`src/rtl/core/qhtc_pkg.sv`:
```
`timescale 1ns / 1ps

package qhtc_pkg;

  localparam int QUAL_W  = 7;
  localparam int CNT_W   = 32;
  localparam int TOTAL_W = 48;

  localparam logic [1:0] CMD_SAMPLE   = 2'd0;
  localparam logic [1:0] CMD_BOUNDARY = 2'd1;
  localparam logic [1:0] CMD_END      = 2'd2;
  localparam logic [1:0] CMD_READ     = 2'd3;

  localparam logic [1:0] KIND_RECORD = 2'd0;
  localparam logic [1:0] KIND_FINAL  = 2'd1;
  localparam logic [1:0] KIND_BIN    = 2'd2;

  localparam logic REG_THRESHOLD = 1'b0;

  typedef struct packed {
    logic [1:0]        command;
    logic [QUAL_W-1:0] quality;
    logic [QUAL_W-1:0] bin_index;
  } item_t;

  typedef struct packed {
    logic [1:0]         report_kind;
    logic [CNT_W-1:0]   record_number;
    logic [CNT_W-1:0]   record_count;
    logic [TOTAL_W-1:0] total_count;
    logic [CNT_W-1:0]   bin_count;
    logic [QUAL_W-1:0]  max_quality;
  } result_t;

  function automatic logic [CNT_W-1:0] inc_sat32(input logic [CNT_W-1:0] v);
    return (&v) ? v : v + 1'b1;
  endfunction

  function automatic logic [TOTAL_W-1:0] add_sat48(input logic [TOTAL_W-1:0] a,
                                                   input logic [CNT_W-1:0] b);
    logic [TOTAL_W:0] s;
    s = {1'b0, a} + {{(TOTAL_W + 1 - CNT_W){1'b0}}, b};
    return s[TOTAL_W] ? {TOTAL_W{1'b1}} : s[TOTAL_W-1:0];
  endfunction

endpackage

```
`src/rtl/core/qhtc_eval.sv`:
```
`timescale 1ns / 1ps

module qhtc_eval
  import qhtc_pkg::*;
(
  input  logic              clk,
  input  logic              rst,
  input  logic              step,
  input  item_t             item,
  input  logic              in_range,
  input  logic [CNT_W-1:0]  bin_cur,
  input  logic [QUAL_W-1:0] threshold,
  output logic              has_res,
  output result_t           res
);

  logic [CNT_W-1:0]   record_counter, record_counter_next;
  logic [CNT_W-1:0]   current_above, current_above_next;
  logic [TOTAL_W-1:0] total_above, total_above_next;
  logic [QUAL_W-1:0]  max_seen, max_seen_next;
  logic [TOTAL_W-1:0] total_sum;

  assign total_sum = add_sat48(total_above, current_above);

  always_comb begin
    record_counter_next = record_counter;
    current_above_next  = current_above;
    total_above_next    = total_above;
    max_seen_next       = max_seen;
    has_res             = 1'b0;
    res                 = '0;
    res.max_quality     = max_seen;
    case (item.command)
      CMD_SAMPLE: begin
        if (item.quality > max_seen) begin
          max_seen_next = item.quality;
        end
        if (item.quality >= threshold) begin
          current_above_next = inc_sat32(current_above);
        end
      end
      CMD_BOUNDARY: begin
        // The boundary that opens the first record has nothing to report.
        has_res             = (record_counter != '0);
        res.report_kind     = KIND_RECORD;
        res.record_number   = record_counter;
        res.record_count    = current_above;
        record_counter_next = inc_sat32(record_counter);
        total_above_next    = total_sum;
        current_above_next  = '0;
      end
      CMD_END: begin
        has_res            = 1'b1;
        res.report_kind    = KIND_FINAL;
        res.record_number  = record_counter;
        res.record_count   = current_above;
        res.total_count    = total_sum;
        total_above_next   = total_sum;
        current_above_next = '0;
      end
      default: begin
        has_res         = 1'b1;
        res.report_kind = KIND_BIN;
        res.bin_count   = in_range ? bin_cur : '0;
      end
    endcase
  end

  always_ff @(posedge clk) begin
    if (rst) begin
      record_counter <= '0;
      current_above  <= '0;
      total_above    <= '0;
      max_seen       <= '0;
    end else if (step) begin
      record_counter <= record_counter_next;
      current_above  <= current_above_next;
      total_above    <= total_above_next;
      max_seen       <= max_seen_next;
    end
  end

endmodule

```
`config.mk`:
```
export PLATFORM = sky130hd
export DESIGN_NAME = qhtc_eval
export DESIGN_NICKNAME = d
export VERILOG_FILES = /design/src/rtl/core/qhtc_pkg.sv /design/src/rtl/core/qhtc_eval.sv
export SDC_FILE = /design/constraint.sdc
export NUM_CORES = 1
export LEC_CHECK = 0
export BUFFER_PORTS_ARGS = -buffer_cell sky130_fd_sc_hd__buf_4
export CAP_MARGIN = 20
export CORE_MARGIN = 2
export CORE_UTILIZATION = 59
export DETAILED_ROUTE_END_ITERATION = 7
export MAX_ROUTING_LAYER = met4
export PLACE_DENSITY = 0.87
export SKIP_CTS_REPAIR_TIMING = 1
export SYNTH_ARGS = -nofsm -noshare
export SYNTH_HDL_FRONTEND = slang
export SYNTH_SLANG_ARGS = --single-unit
```
`constraint.sdc`:
```
create_clock -name clk -period 6.1 [get_ports clk]
set_input_delay 0.305 -clock clk [delete_from_list [all_inputs] [get_ports clk]]
set_output_delay 0.305 -clock clk [all_outputs]
set_load 0.01 [all_outputs]
```
# Word-level counts from Yosys, hierarchy flattened
# Index checks and enable logic that the tools add are counted.
dict set report totals {
  output_inout_bits 154
  elab_cells 36
  input_bits 59
  register_bits 119
}
dict set report op_classes {
  n_lt_le_gt_ge 2
  add_sub_neg 3
  bitwise 1
  n_reduce_logical 12
  n_eq_ne 4
  mux 10
}
# operator count
set ops {}
lappend ops {{32-bit two-way mux} 4}
lappend ops {{48-bit two-way mux} 2}
lappend ops {{32-bit by 1-bit adder with 32-bit output, second input constant} 2}
lappend ops {{64-bit two-way mux} 1}
lappend ops {{32-bit case mux with 2 select lines} 1}
lappend ops {{32-bit AND reduction} 2}
lappend ops {{48-bit by 32-bit adder with 49-bit output} 1}
lappend ops {{32-bit nonzero test} 1}
lappend ops {{7-bit greater-or-equal comparator} 1}
lappend ops {{7-bit greater-than comparator} 1}
lappend ops {{3-bit AND reduction} 2}
lappend ops {{2-bit != test, second input constant} 2}
lappend ops {{2-bit case mux with 2 select lines} 1}
lappend ops {{4-bit AND reduction} 1}
lappend ops {{2-bit OR reduction} 2}
lappend ops {{3-bit OR reduction} 1}
lappend ops {{2-bit by 1-bit == test with 1-bit output, second input constant} 1}
lappend ops {{2-bit == test, second input constant} 1}
lappend ops {{2-bit zero test} 1}
lappend ops {{1-bit case mux with 2 select lines} 1}
lappend ops {{2-bit AND reduction} 1}
lappend ops {{2-bit nonzero test} 1}
lappend ops {{1-bit inverter} 1}

# Depth between registers and ports, before layout
dict set report logic_depth {
  depth_word 4
  mapped_depth 13
  mapped_depth_nobuf 11
}

# Worst setup path before layout
# No wires, ideal clock.
dict set report synth_timing {
  kind {register to output}
  from {register current_above[0]}
  to {output res[85] in the netlist's numbering}
  n_path_buf 1
  setup_slack_ns 3.109
  t_arrival_ns 2.686
  t_required_ns 5.795
  path_stages_with_launch 13
  cell_sequence {dfxtp_1 -> ha_1 -> fa_1 -> a21oi_1 -> o211ai_1 -> a21oi_1 -> o21ai_1 -> o21a_1 -> o21ai_1 -> or2_2 -> clkbuf_1 -> and3_1 -> nor3_1}
}
# item line
set synth_rtl {}
lappend synth_rtl {{from (decl)} qhtc_eval.sv:18} ;# logic [CNT_W-1:0] current_above, current_above_next;
lappend synth_rtl {{from (signal assigned)} qhtc_eval.sv:77} ;# current_above <= current_above_next;
lappend synth_rtl {{to (decl)} qhtc_eval.sv:14} ;# output result_t res

==> results.toml <==
[detailed_routing]
routed_via_density = 5.898
drt_wl_total_microns = 25290
drt_iter0_drc = 800
postRouteAntennaNets = 0
drc = 0
vias = 8830
wl_per_cell_microns = 16.90
firstDrtPassIters = 6

[floorplanning]
dieArea_sq_um = 15400
row_count = 43
die-width_microns = 124.1
initial_core_util = 0.6082
ios = 213
die_h_microns = 124.1
coreArea_sq_um = 13990

[worst_setup_path]
cp.required_ps = 5790
reg2reg_from = "current_above[0]"
crit_path_end_kind = "output port"
critical_path_class = "reg2out"
cp_data_arrival_time_ps = 3720
worstRegToRegCells = 11
startpoint = "current_above[0]"
crit_fanout = 9
cp-start-kind = "flop"

[run]
maxCapViolCount = 0

[synth]
synth_ff_type = "dfxtp_1"
synth_edf_count = 0
synth_fp_nets = 1242
netlist.area_leader.share = 0.2800
syn_avg_cell_area_sq_um = 7.536
ys_ff_latch = 119
syn_area_sq_um = 8508
async_reset_ff_frac = 0
syn_inst = 1129
synth_seq_area_share = 0.2800
yosys_warnings = 0
synthTopCellsByArea = "dfxtp_1, nor2_1, ha_1, and2_1, xor2_1"
synth_cell_type_count = 66
synth_top_area_cell = "dfxtp_1"

[place]
gp_congestion = 0.9634
dp.cells = 1465
port_buffers = 205
dpl.hpwl_microns = 18150

[timing]
grt_setup_unrepaired = "false"
hold_violations = 0
fmax_mhz = 248.4
final.setup.tns_ps = 0
fin_hold_ws_ps = 141.5
skew_ps = 9.613
worst_pin_slew_ps = 1009
finalSetupViolCount = 0
finalCritPeriodShare = 0.6599
min_period_ps = 4025
slew_headroom = 0.3249
drv_slew = 0

[global_routing]
grt_usage = 0.3314
grt_pass1_wl_microns = 38610
grt_max_degree = 89
grt_pass1_vias = 7983
gr-total-overflow = 0
antenna_found_initial = 4

[clocking]
clock_path_buffers = 2
htree_levels = 4
clkLatencyLatePin_ps = 420
cts-root-buf = "clkbuf_16"
cts_tree = "built"
path_clk_slew_ps = 50
cts_sinks = 119
numCtsBuffers = 17

[pwr]
p_per_area_nw_per_um2 = 201.9
ir_worst_vdd_uv = 299.0
power_leakage_nw = 4.793

[hold_path]
hold_depth = 3
hp-class = "in2reg"
min_from = "item[7]"

[cells_and_area]
mostFrequentLayoutCell = "nor2_1"
syn2layout_area_growth_pct = 25.68
stdcell_count = 1497
nFillCells = 1095
drive_gt1_frac = 0.1988
layout_common_cells = "nor2_1, buf_4, dfxtp_1"
nets = 1417

[outcome]
run_status = "complete, no violations"
through the flow:
| step | power, mW | setup WS, ps | utilization | area, sq um |
|---|---|---|---|---|
| after floorplan | 0.9921 | 3109 | - | 8508 |
| after global placement | 1.073 | 2546 | 0.7187 | 10050 |
| after detailed placement | 1.080 | 2522 | 0.7187 | 10050 |
| after CTS | 2.161 | 2122 | 0.7637 | 10680 |
| after global routing | 2.230 | 1870 | 0.7644 | 10690 |
| final | 2.159 | 2075 | 0.7644 | 10690 |
critical path, cell delays in order, from the launching register on:
cell and delay [ps]:
dfxtp_1 360, ha_1 250, fa_1 400, a21oi_1 260
o211ai_1 190, a21oi_1 210, o21ai_1 200, o21a_1 310
o21ai_1 390, or2_2 310, and3_1 180, nor3_1 40
buf_4 180
synth_stat cells (3+ instances only):
cell,instances
or3_1,8
nor2_1,221
nor2b_1,5
xor2_1,54
nor4_1,11
and4_1,9
and3_1,58
a21o_1,8
a21oi_2,6
and2_1,76
nand2_1,78
dfxtp_1,119
a211oi_1,34
o211a_1,4
o21ai_1,6
nand4_1,27
clkbuf_1,40
inv_1,30
a21oi_1,57
nand2b_1,7
nor3_1,19
ha_1,53
buf_2,8
nand3_1,34
mux2i_1,15
o211ai_1,4
o21a_1,12
buf_6,6
o21bai_1,3
o21ai_0,32
a31oi_1,5
xnor2_1,33
a31o_2,3
a311oi_1,5
power by group:
| part | leakage, nW | switching [mW] | internal [mW] |
|---|---|---|---|
| Sequential | 0.964 | 0.0140 | 0.799 |
| Combinational | 3.52 | 0.152 | 0.104 |
| Clock | 0.307 | 0.356 | 0.735 |
| Total | 4.79 | 0.522 | 1.64 |
worst paths after layout:
kind / endpoint / slack (ps)
max: res[85] / 2070
min reg2reg: total_above[21] / 500
min: max_seen[0] / 140
max reg2reg: total_above[39] / 2380
routing by layer:
layer	track usage	up-vias	part of all wire
met3	0.06502	89	0.074
met5	-	-	0
met1	0.3690	4051	0.40
met2	0.5423	400	0.48
met4	0.2128	0	0.054
li1	-	4290	-
layout make-up:
class	count	area [sq um]	share of cell area
multi-input combinational	925	5753	0.5380
sequential	119	2382	0.2228
timing repair buffer	210	1577	0.1474
clock buffer	19	452.9	0.04236
tap	180	225.2	0.02106
clock inverter	9	176.4	0.01650
inverter	31	116.4	0.01088
antenna	4	10.01	0.0009361
flip-flops by register name, indices dropped and copies added, names as in the netlist:
register / flops
total_above: 48
current_above: 32
record_counter: 32
max_seen: 7
cell families after synthesis:
family / count (synthesis) / share of synthesized area
AND/OR/NAND/NOR: 568 / 0.3299
buffers and inverters: 85 / 0.04397
AO/OA/AOI/OAI: 201 / 0.1587
adder cells (fa/ha/maj): 54 / 0.08029
flip-flops: 119 / 0.2800
multiplexers: 15 / 0.01765
XOR/XNOR: 87 / 0.08956
Power figures use the tool's default switching activity.
