==> src/rtl/core/qhtc_pkg.sv <==
`timescale 1ns / 1ps

package qhtc_pkg;

  localparam int QUAL_W  = 7;
  localparam int CNT_W   = 32;
  localparam int TOTAL_W = 48;

  localparam logic [1:0] CMD_SAMPLE   = 2'd0;
  localparam logic [1:0] CMD_BOUNDARY = 2'd1;
  localparam logic [1:0] CMD_END      = 2'd2;
  localparam logic [1:0] CMD_READ     = 2'd3;

  localparam logic [1:0] KIND_RECORD = 2'd0;
  localparam logic [1:0] KIND_FINAL  = 2'd1;
  localparam logic [1:0] KIND_BIN    = 2'd2;

  localparam logic REG_THRESHOLD = 1'b0;

  typedef struct packed {
    logic [1:0]        command;
    logic [QUAL_W-1:0] quality;
    logic [QUAL_W-1:0] bin_index;
  } item_t;

  typedef struct packed {
    logic [1:0]         report_kind;
    logic [CNT_W-1:0]   record_number;
    logic [CNT_W-1:0]   record_count;
    logic [TOTAL_W-1:0] total_count;
    logic [CNT_W-1:0]   bin_count;
    logic [QUAL_W-1:0]  max_quality;
  } result_t;

  function automatic logic [CNT_W-1:0] inc_sat32(input logic [CNT_W-1:0] v);
    return (&v) ? v : v + 1'b1;
  endfunction

  function automatic logic [TOTAL_W-1:0] add_sat48(input logic [TOTAL_W-1:0] a,
                                                   input logic [CNT_W-1:0] b);
    logic [TOTAL_W:0] s;
    s = {1'b0, a} + {{(TOTAL_W + 1 - CNT_W){1'b0}}, b};
    return s[TOTAL_W] ? {TOTAL_W{1'b1}} : s[TOTAL_W-1:0];
  endfunction

endpackage

==> src/rtl/core/qhtc_cfg.sv <==
`timescale 1ns / 1ps

module qhtc_cfg
  import qhtc_pkg::*;
(
  input  logic              clk,
  input  logic              rst,
  input  logic              psel,
  input  logic              penable,
  input  logic              pwrite,
  input  logic [2:0]        paddr,
  input  logic [31:0]       pwdata,
  output logic [31:0]       prdata,
  output logic              pready,
  output logic [QUAL_W-1:0] threshold
);

  logic wr_en;

  assign pready = 1'b1;
  assign wr_en  = psel && penable && pwrite && pready;

  always_ff @(posedge clk) begin
    if (rst) begin
      threshold <= '0;
    end else if (wr_en && paddr[2] == REG_THRESHOLD) begin
      threshold <= pwdata[QUAL_W-1:0];
    end
  end

  always_comb begin
    prdata = '0;
    if (paddr[2] == REG_THRESHOLD) begin
      prdata = {{(32 - QUAL_W){1'b0}}, threshold};
    end
  end

endmodule

==> config.mk <==
export PLATFORM = sky130hd
export DESIGN_NAME = qhtc_cfg
export DESIGN_NICKNAME = d
export VERILOG_FILES = /design/src/rtl/core/qhtc_pkg.sv /design/src/rtl/core/qhtc_cfg.sv
export SDC_FILE = /design/constraint.sdc
export NUM_CORES = 1
export LEC_CHECK = 0
export ABC_AREA = 1
export BUFFER_PORTS_ARGS = -buffer_cell sky130_fd_sc_hd__buf_2
export CAP_MARGIN = 20
export CELL_PAD_IN_SITES_DETAIL_PLACEMENT = 1
export CELL_PAD_IN_SITES_GLOBAL_PLACEMENT = 2
export CORE_UTILIZATION = 13
export CTS_CLUSTER_SIZE = 28
export DETAILED_ROUTE_END_ITERATION = 6
export GPL_TIMING_DRIVEN = 0
export PLACE_DENSITY_LB_ADDON = 0.15
export SETUP_SLACK_MARGIN = 0.02
export SLEW_MARGIN = 20
export SYNTH_ARGS = -nofsm -noshare
export SYNTH_HDL_FRONTEND = slang
export SYNTH_SLANG_ARGS = --single-unit
==> constraint.sdc <==
create_clock -name clk -period 0.8 [get_ports clk]
set_input_delay 0.16 -clock clk [delete_from_list [all_inputs] [get_ports clk]]
set_output_delay 0.16 -clock clk [all_outputs]
set_load 0.05 [all_outputs]
[Yosys cells after proc, flatten, opt, wreduce, memory -nomap -nowiden]
Cells that the tools add are included.
Operators by class
  muxes and demuxes: 1
  bitwise gates (word level): 1
  reduce and logical (&&, ||, !) cells: 3
Operators with widths (number)
  $mux W7: 1
  $logic_and A1 B1 Y1: 3
  $not A1 Y1: 1
Word-level totals
  register bits: 7
  input port bits: 40
  output and inout bits: 40
  word-level logic and storage cells: 6

[Longest topological paths before layout]
Gate-level depths: netlist of run 1.
  depth in word-level cells: 3
  depth in mapped cells: 6
  depth with buffers taken out: 5

[Worst setup path after synthesis of run 1]
OpenSTA, ideal clock, no wires.
  kind: flip-flop to output port
  start point: reg threshold[0]
  end point: out prdata[0]
  arrival: 1.379 ns
  data required time: 0.640 ns
  setup slack: -0.739 ns
  stages on the path, launching flop included: 3
  buffers on the path: 0
  path through: dfxtp_1 > inv_1 > nor2_1
On the way
  longest elaborated chain between the ends: 1
RTL lines
  start: declaration: RTL line qhtc_cfg.sv:15  | output logic [QUAL_W-1:0] threshold
  start signal: assignment: RTL line qhtc_cfg.sv:27  | threshold <= pwdata[QUAL_W-1:0];
  $mux W7: RTL line qhtc_cfg.sv:33  | if (paddr[2] == REG_THRESHOLD) begin
  end: declaration: RTL line qhtc_cfg.sv:13  | output logic [31:0] prdata,
No other way between the ends.

[Worst setup path after layout of run 1]
  start point: reg threshold[5]
  end point: out prdata[5]
Same word-level chain as after synthesis.

==> impl_metrics.toml, run 1 <==
[clock_tree]
clk_pin_slew_ns = 0.04
hold_buffers = 0
cts_htree_levels = 1
ctsRootBufferMaster = "clkbuf_8"
cts_tree = "yes"
clock_latency_ns = 0.22
numCtsBuffers = 3
cts_sinks = 7
clk_path_buf_depth = 2

[sta]
holdWs_ns = 0.252
rsz0062_at_grt = "true"
fin_crit_ns = 1.01
timing.clock.skew_ns = 0
fmax_ghz = 0.992
final-max-slew-violation-count = 0
setup_violations = 14
hold_violations = 0
period_share_pct = 126
setup_slack_ns = -0.208

[die]
start_util_pct = 14.0
num_io_pins = 80
coreArea_sq_mm = 0.00447
die_y_um = 71.4
die_area_sq_mm = 0.00509
die_w_um = 71.4
num_rows = 24

[synth]
synthSimpleGateAreaFrac_pct = 32.2
ys_ff_latch = 7
ys_warn_count = 0
ys_seq_area_share_pct = 22.4
syn_area_per_cell_sq_um = 6.73
ys_types = 14
synth_area_sq_um = 626
synth_compound_area_share_pct = 0
synth.area.mux_share_pct = 0
synth-xor-area-share_pct = 0
synthAdderAreaFrac_pct = 0
synth_top_family_by_area = "buffers and inverters"
synthCells = 93

[cells_and_area]
syn2layout_area_growth_pct = 97.2
design_area_sq_mm = 0.00123
nFillCells = 571
stdcell_count = 206
largest_reg_flops = 7
diodes = 0
fin_nets = 195
drive_above_1_share_pct = 61.0
top_register = "threshold"
top_regs = "threshold (7)"

[worst_setup_path]
rr_endpoint = "threshold[4]"
rr_startpoint = "threshold[4]"
path_buf_inv = 2
cp-start-kind = "register"
slowest_stage = "dfxtp_4"
rr_worst_depth = 3
crit_family = "flip-flops"
path_class = "register to primary output"
r2r_slack_ns = 0.07
critPathCaptureType = "primary output"
path_depth = 3
worstPathArrival_ns = 0.85
required_ns = 0.64
path_max_fanout = 3
crit_chain = "inv_2 -> nor2_4 -> buf_8"
max_stage_delay_ns = 0.35

[power_and_ir_drop]
power_density_mw_per_mm2 = 1230
ir_worst_vdd_mv = 0.315
p_leak_nw = 0.670

[worst_hold_path]
hold_path_startpoint = "rst"
min_path_type = "input port to register"
worst_hold_path.endpoint = "threshold[4]"
holdPathStages = 4

[grt]
grt_first_pass_wirelength_mm = 2.68
grtUsageTotal_pct = 6.87
grt_start_max_net_pins = 10
grt_pass1_vias = 626
grt-ovfl-total = 0
antenna_found_initial = 0

[detailed_routing]
vias_per_cell = 3.11
drc = 4
drt-total-wl_mm = 1.58
wire_per_inst_um = 7.65
num_vias = 640
ant_nets = 0
drtIter0Drc = 16
dr.pass1.iters = 5

[status]
status = "finished, violations left"
violations = "DRC, setup timing"

[placement]
pre_cts_ws_ns = -0.0909
dp_hpwl_mm = 1.38
place_area_sq_um = 985
gp_congestion = 0.631
dp_cells = 194
portBuffers = 25

[flow_run]
cap_violations = 0
==> cells by family (layout without fill, tap and decap cells) <==
logic type	count (synthesis)	after routing
buffers and inverters	45	82
flip-flops	7	7
AND/OR/NAND/NOR	39	39
other	2	26
==> metal layers <==
metal	vias to the layer above	wire length (um)	global-route usage [%]
li1	337	-	-
met1	266	595	7.26
met2	35	838	12.3
met3	2	127	1.83
met4	0	14	4.00
met5	-	0	0
==> layout by cell type (no fill, tap or decap) <==
| cell type | instances |
|---|---|
| nand2_1 | 7 |
| inv_1 | 8 |
| buf_4 | 31 |
| nor2_4 | 9 |
| clkbuf_1 | 1 |
| nor2_2 | 2 |
| nand2_4 | 2 |
| dfxtp_4 | 7 |
| buf_2 | 11 |
| conb_1 | 26 |
| nor2_1 | 11 |
| buf_6 | 8 |
| inv_4 | 2 |
| clkbuf_8 | 3 |
| inv_2 | 8 |
| buf_8 | 10 |
| nor2_8 | 1 |
| nand3_1 | 7 |
==> where the power goes <==
| group | switching (mW) | total, mW | internal [mW] |
|---|---|---|---|
| Sequential | 0.0136 | 0.362 | 0.349 |
| Clock | 0.140 | 0.483 | 0.344 |
| Combinational | 0.462 | 0.675 | 0.214 |
==> final cells by class <==
cell class	instances	area, sq um	area share, %
inverters	18	72.6	5.88
flip-flops and latches	7	166	13.5
multi-input cells	65	357	28.9
plain buffers	27	206	16.7
clock buffers	4	45.0	3.65
well taps	52	65.1	5.27
repair buffers	33	322	26.1
==> synth_stat cells <==
cell type | n | area share (%)
buf_4 | 26 | 31
nor2_1 | 18 | 11
inv_1 | 15 | 9.0
dfxtp_1 | 7 | 22
nand2_1 | 7 | 4.2
nand3_1 | 7 | 5.6
nor2_2 | 3 | 3.0
conb_1 | 2 | 1.2
inv_2 | 2 | 1.2
nand2_4 | 2 | 3.6
buf_6 | 1 | 1.8
inv_4 | 1 | 1.0
nor2_4 | 1 | 1.8
nor2_8 | 1 | 3.2
==> worst reg2reg max path, cell delays in order, from the launching register on <==
cell	delay [ns]
dfxtp_4	0.34
buf_4	0.14
nor2_4	0.10
nor2_1	0.05
==> stage by stage <==
stage                     power [mW]  util, %  setup TNS, ns
after global routing            1.60     27.6          -2.91
after detailed placement       0.974     22.0         -0.794
after floorplan                0.906        -         -0.934
after CTS                       1.51     26.0          -2.24
after global placement         0.969     22.0         -0.593
final                           1.52     27.6          -2.50
==> worst max path at each step <==
stage	from	to	slack [ns]
floorplan	threshold[0]	prdata[0]	-0.14
global placement	threshold[0]	prdata[0]	-0.07
detailed placement	threshold[4]	prdata[4]	-0.09
CTS	threshold[4]	prdata[4]	-0.21
global route	threshold[4]	prdata[4]	-0.25
finish	threshold[5]	prdata[5]	-0.21
==> repair_timing <==
item | in CTS | in global routing
resized for setup | 32 | 11
buffers inserted | 4 | 4
setup endpoints to repair | 14 | 15
pin swaps | 7 | 0
Power figures use the tool's default switching activity.
==> run 2, diff against run 1 <==
clock period = 1.08 ns   (was 0.8 ns; I/O delays follow)
==> impl_metrics.toml, run 2 (synthesis results as in run 1) <==
[status]
status = "finished, violations left"
violations = "DRC"

[worst_setup_path]
crit_family = "flip-flops"
cp-start-kind = "register"
path_buf_inv = 2
worstPathArrival_ns = 0.84
critPathCaptureType = "primary output"
max_stage_delay_ns = 0.35
path_max_fanout = 3
path_class = "register to primary output"
required_ns = 0.86
slowest_stage = "dfxtp_4"
crit_chain = "inv_4 -> nor2_4 -> buf_8"

[sta]
final-max-slew-violation-count = 0
timing.clock.skew_ns = 0
fin_setup_tns_ns = 0
period_share_pct = 97.6
fmax_ghz = 0.949
hold_violations = 0
setup_violations = 0
fin_crit_ns = 1.05
setup_slack_ns = 0.0258
rsz0062_at_grt = "true"

[grt]
grt_first_pass_wirelength_mm = 2.39
grt_pass1_vias = 575
antenna_found_initial = 0
grt-ovfl-total = 0
grt_start_max_net_pins = 10
grtUsageTotal_pct = 5.90

[detailed_routing]
drt-total-wl_mm = 1.40
drtIter0Drc = 11
num_vias = 633
drc = 3
dr.pass1.iters = 7
vias_per_cell = 3.15
wire_per_inst_um = 6.99
ant_nets = 0

[cells_and_area]
multiInputGateArea_sq_um = 352
largest_reg_flops = 7
final_cell_mix = "29 x buf_4, 26 x conb_1, 13 x buf_2"
drive_above_1_share_pct = 59.7
diodes = 0
syn2layout_area_growth_pct = 78.6
regArea_sq_um = 166
stdcell_count = 201
layout.cells.most_common = "buf_4"
nFillCells = 566
fin_nets = 190
top_regs = "threshold (7)"
top_register = "threshold"

[die]
num_io_pins = 80
die_y_um = 71.4
num_rows = 24
die_area_sq_mm = 0.00509
start_util_pct = 14.0
coreArea_sq_mm = 0.00447
die_w_um = 71.4

[placement]
dp_hpwl_mm = 1.25
pre_cts_ws_ns = 0.128
gp_congestion = 0.589
portBuffers = 25
dp_cells = 194

[clock_tree]
cts_htree_levels = 1
numCtsBuffers = 3
clk_path_buf_depth = 2
ctsRootBufferMaster = "clkbuf_8"
clk_pin_slew_ns = 0.04
cts_sinks = 7
clock_latency_ns = 0.22
cts_tree = "yes"

[power_and_ir_drop]
ir_worst_vdd_mv = 0.222
power_density_mw_per_mm2 = 985
power_mw = 1.10
p_leak_nw = 0.622

[worst_hold_path]
min_path_type = "input port to register"

[flow_run]
cap_violations = 0
-- run 2: report_power, final --
part	internal, mW	switching (mW)	total [mW]
Sequential	0.258	0.00872	0.267
Combinational	0.133	0.335	0.468
Clock	0.255	0.111	0.366
-- run 2: worst paths after layout --
kind | start | end | slack [ns] | depth (start not counted)
max reg2reg | threshold[0] | threshold[0] | 0.35 | 3
min | pwdata[4] | threshold[4] | 0.32 | 5
min reg2reg | threshold[6] | threshold[6] | 0.50 | 2
max | threshold[5] | prdata[5] | 0.03 | 3
-- run 2: final cells by class --
class / instances / area share [%]
plain buffers: 27 / 18.5
well taps: 52 / 5.82
inverters: 18 / 6.72
repair buffers: 28 / 18.6
multi-input cells: 65 / 31.5
flip-flops and latches: 7 / 14.9
clock buffers: 4 / 4.03
-- run 2: layer usage --
metal  track usage [%]  share of wire [%]  vias up  routed length [um]
met5                 0                  0        -                   0
met4              2.67                1.0        0                  14
met3              1.27                8.9        3                 125
met2              11.1                 53       37                 742
met1              6.24                 37      265                 521
li1                  -                  -      328                   -
-- run 2: what timing repair did --
item | CTS | global route
pin swaps | 5 | 2
hold buffers | 0 | 0
setup buffers | 3 | 0
resized for setup | 21 | 8
setup endpoints to repair | 7 | 13
-- run 2: stage by stage --
| step | util, % | instance area, sq um | hold WS [ns] |
|---|---|---|---|
| floorplan | - | 795 | 0.421 |
| finish | 25.0 | 1120 | 0.316 |
| CTS | 24.5 | 1100 | 0.322 |
| global placement | 22.0 | 985 | 0.478 |
| global route | 25.0 | 1120 | 0.340 |
| detailed placement | 22.0 | 985 | 0.485 |
-- run 2: worst reg2reg max path: stages, from the launching register on --
cell     delay [ns]
dfxtp_4        0.34
buf_4          0.13
nor2_2         0.10
nor2_1         0.06
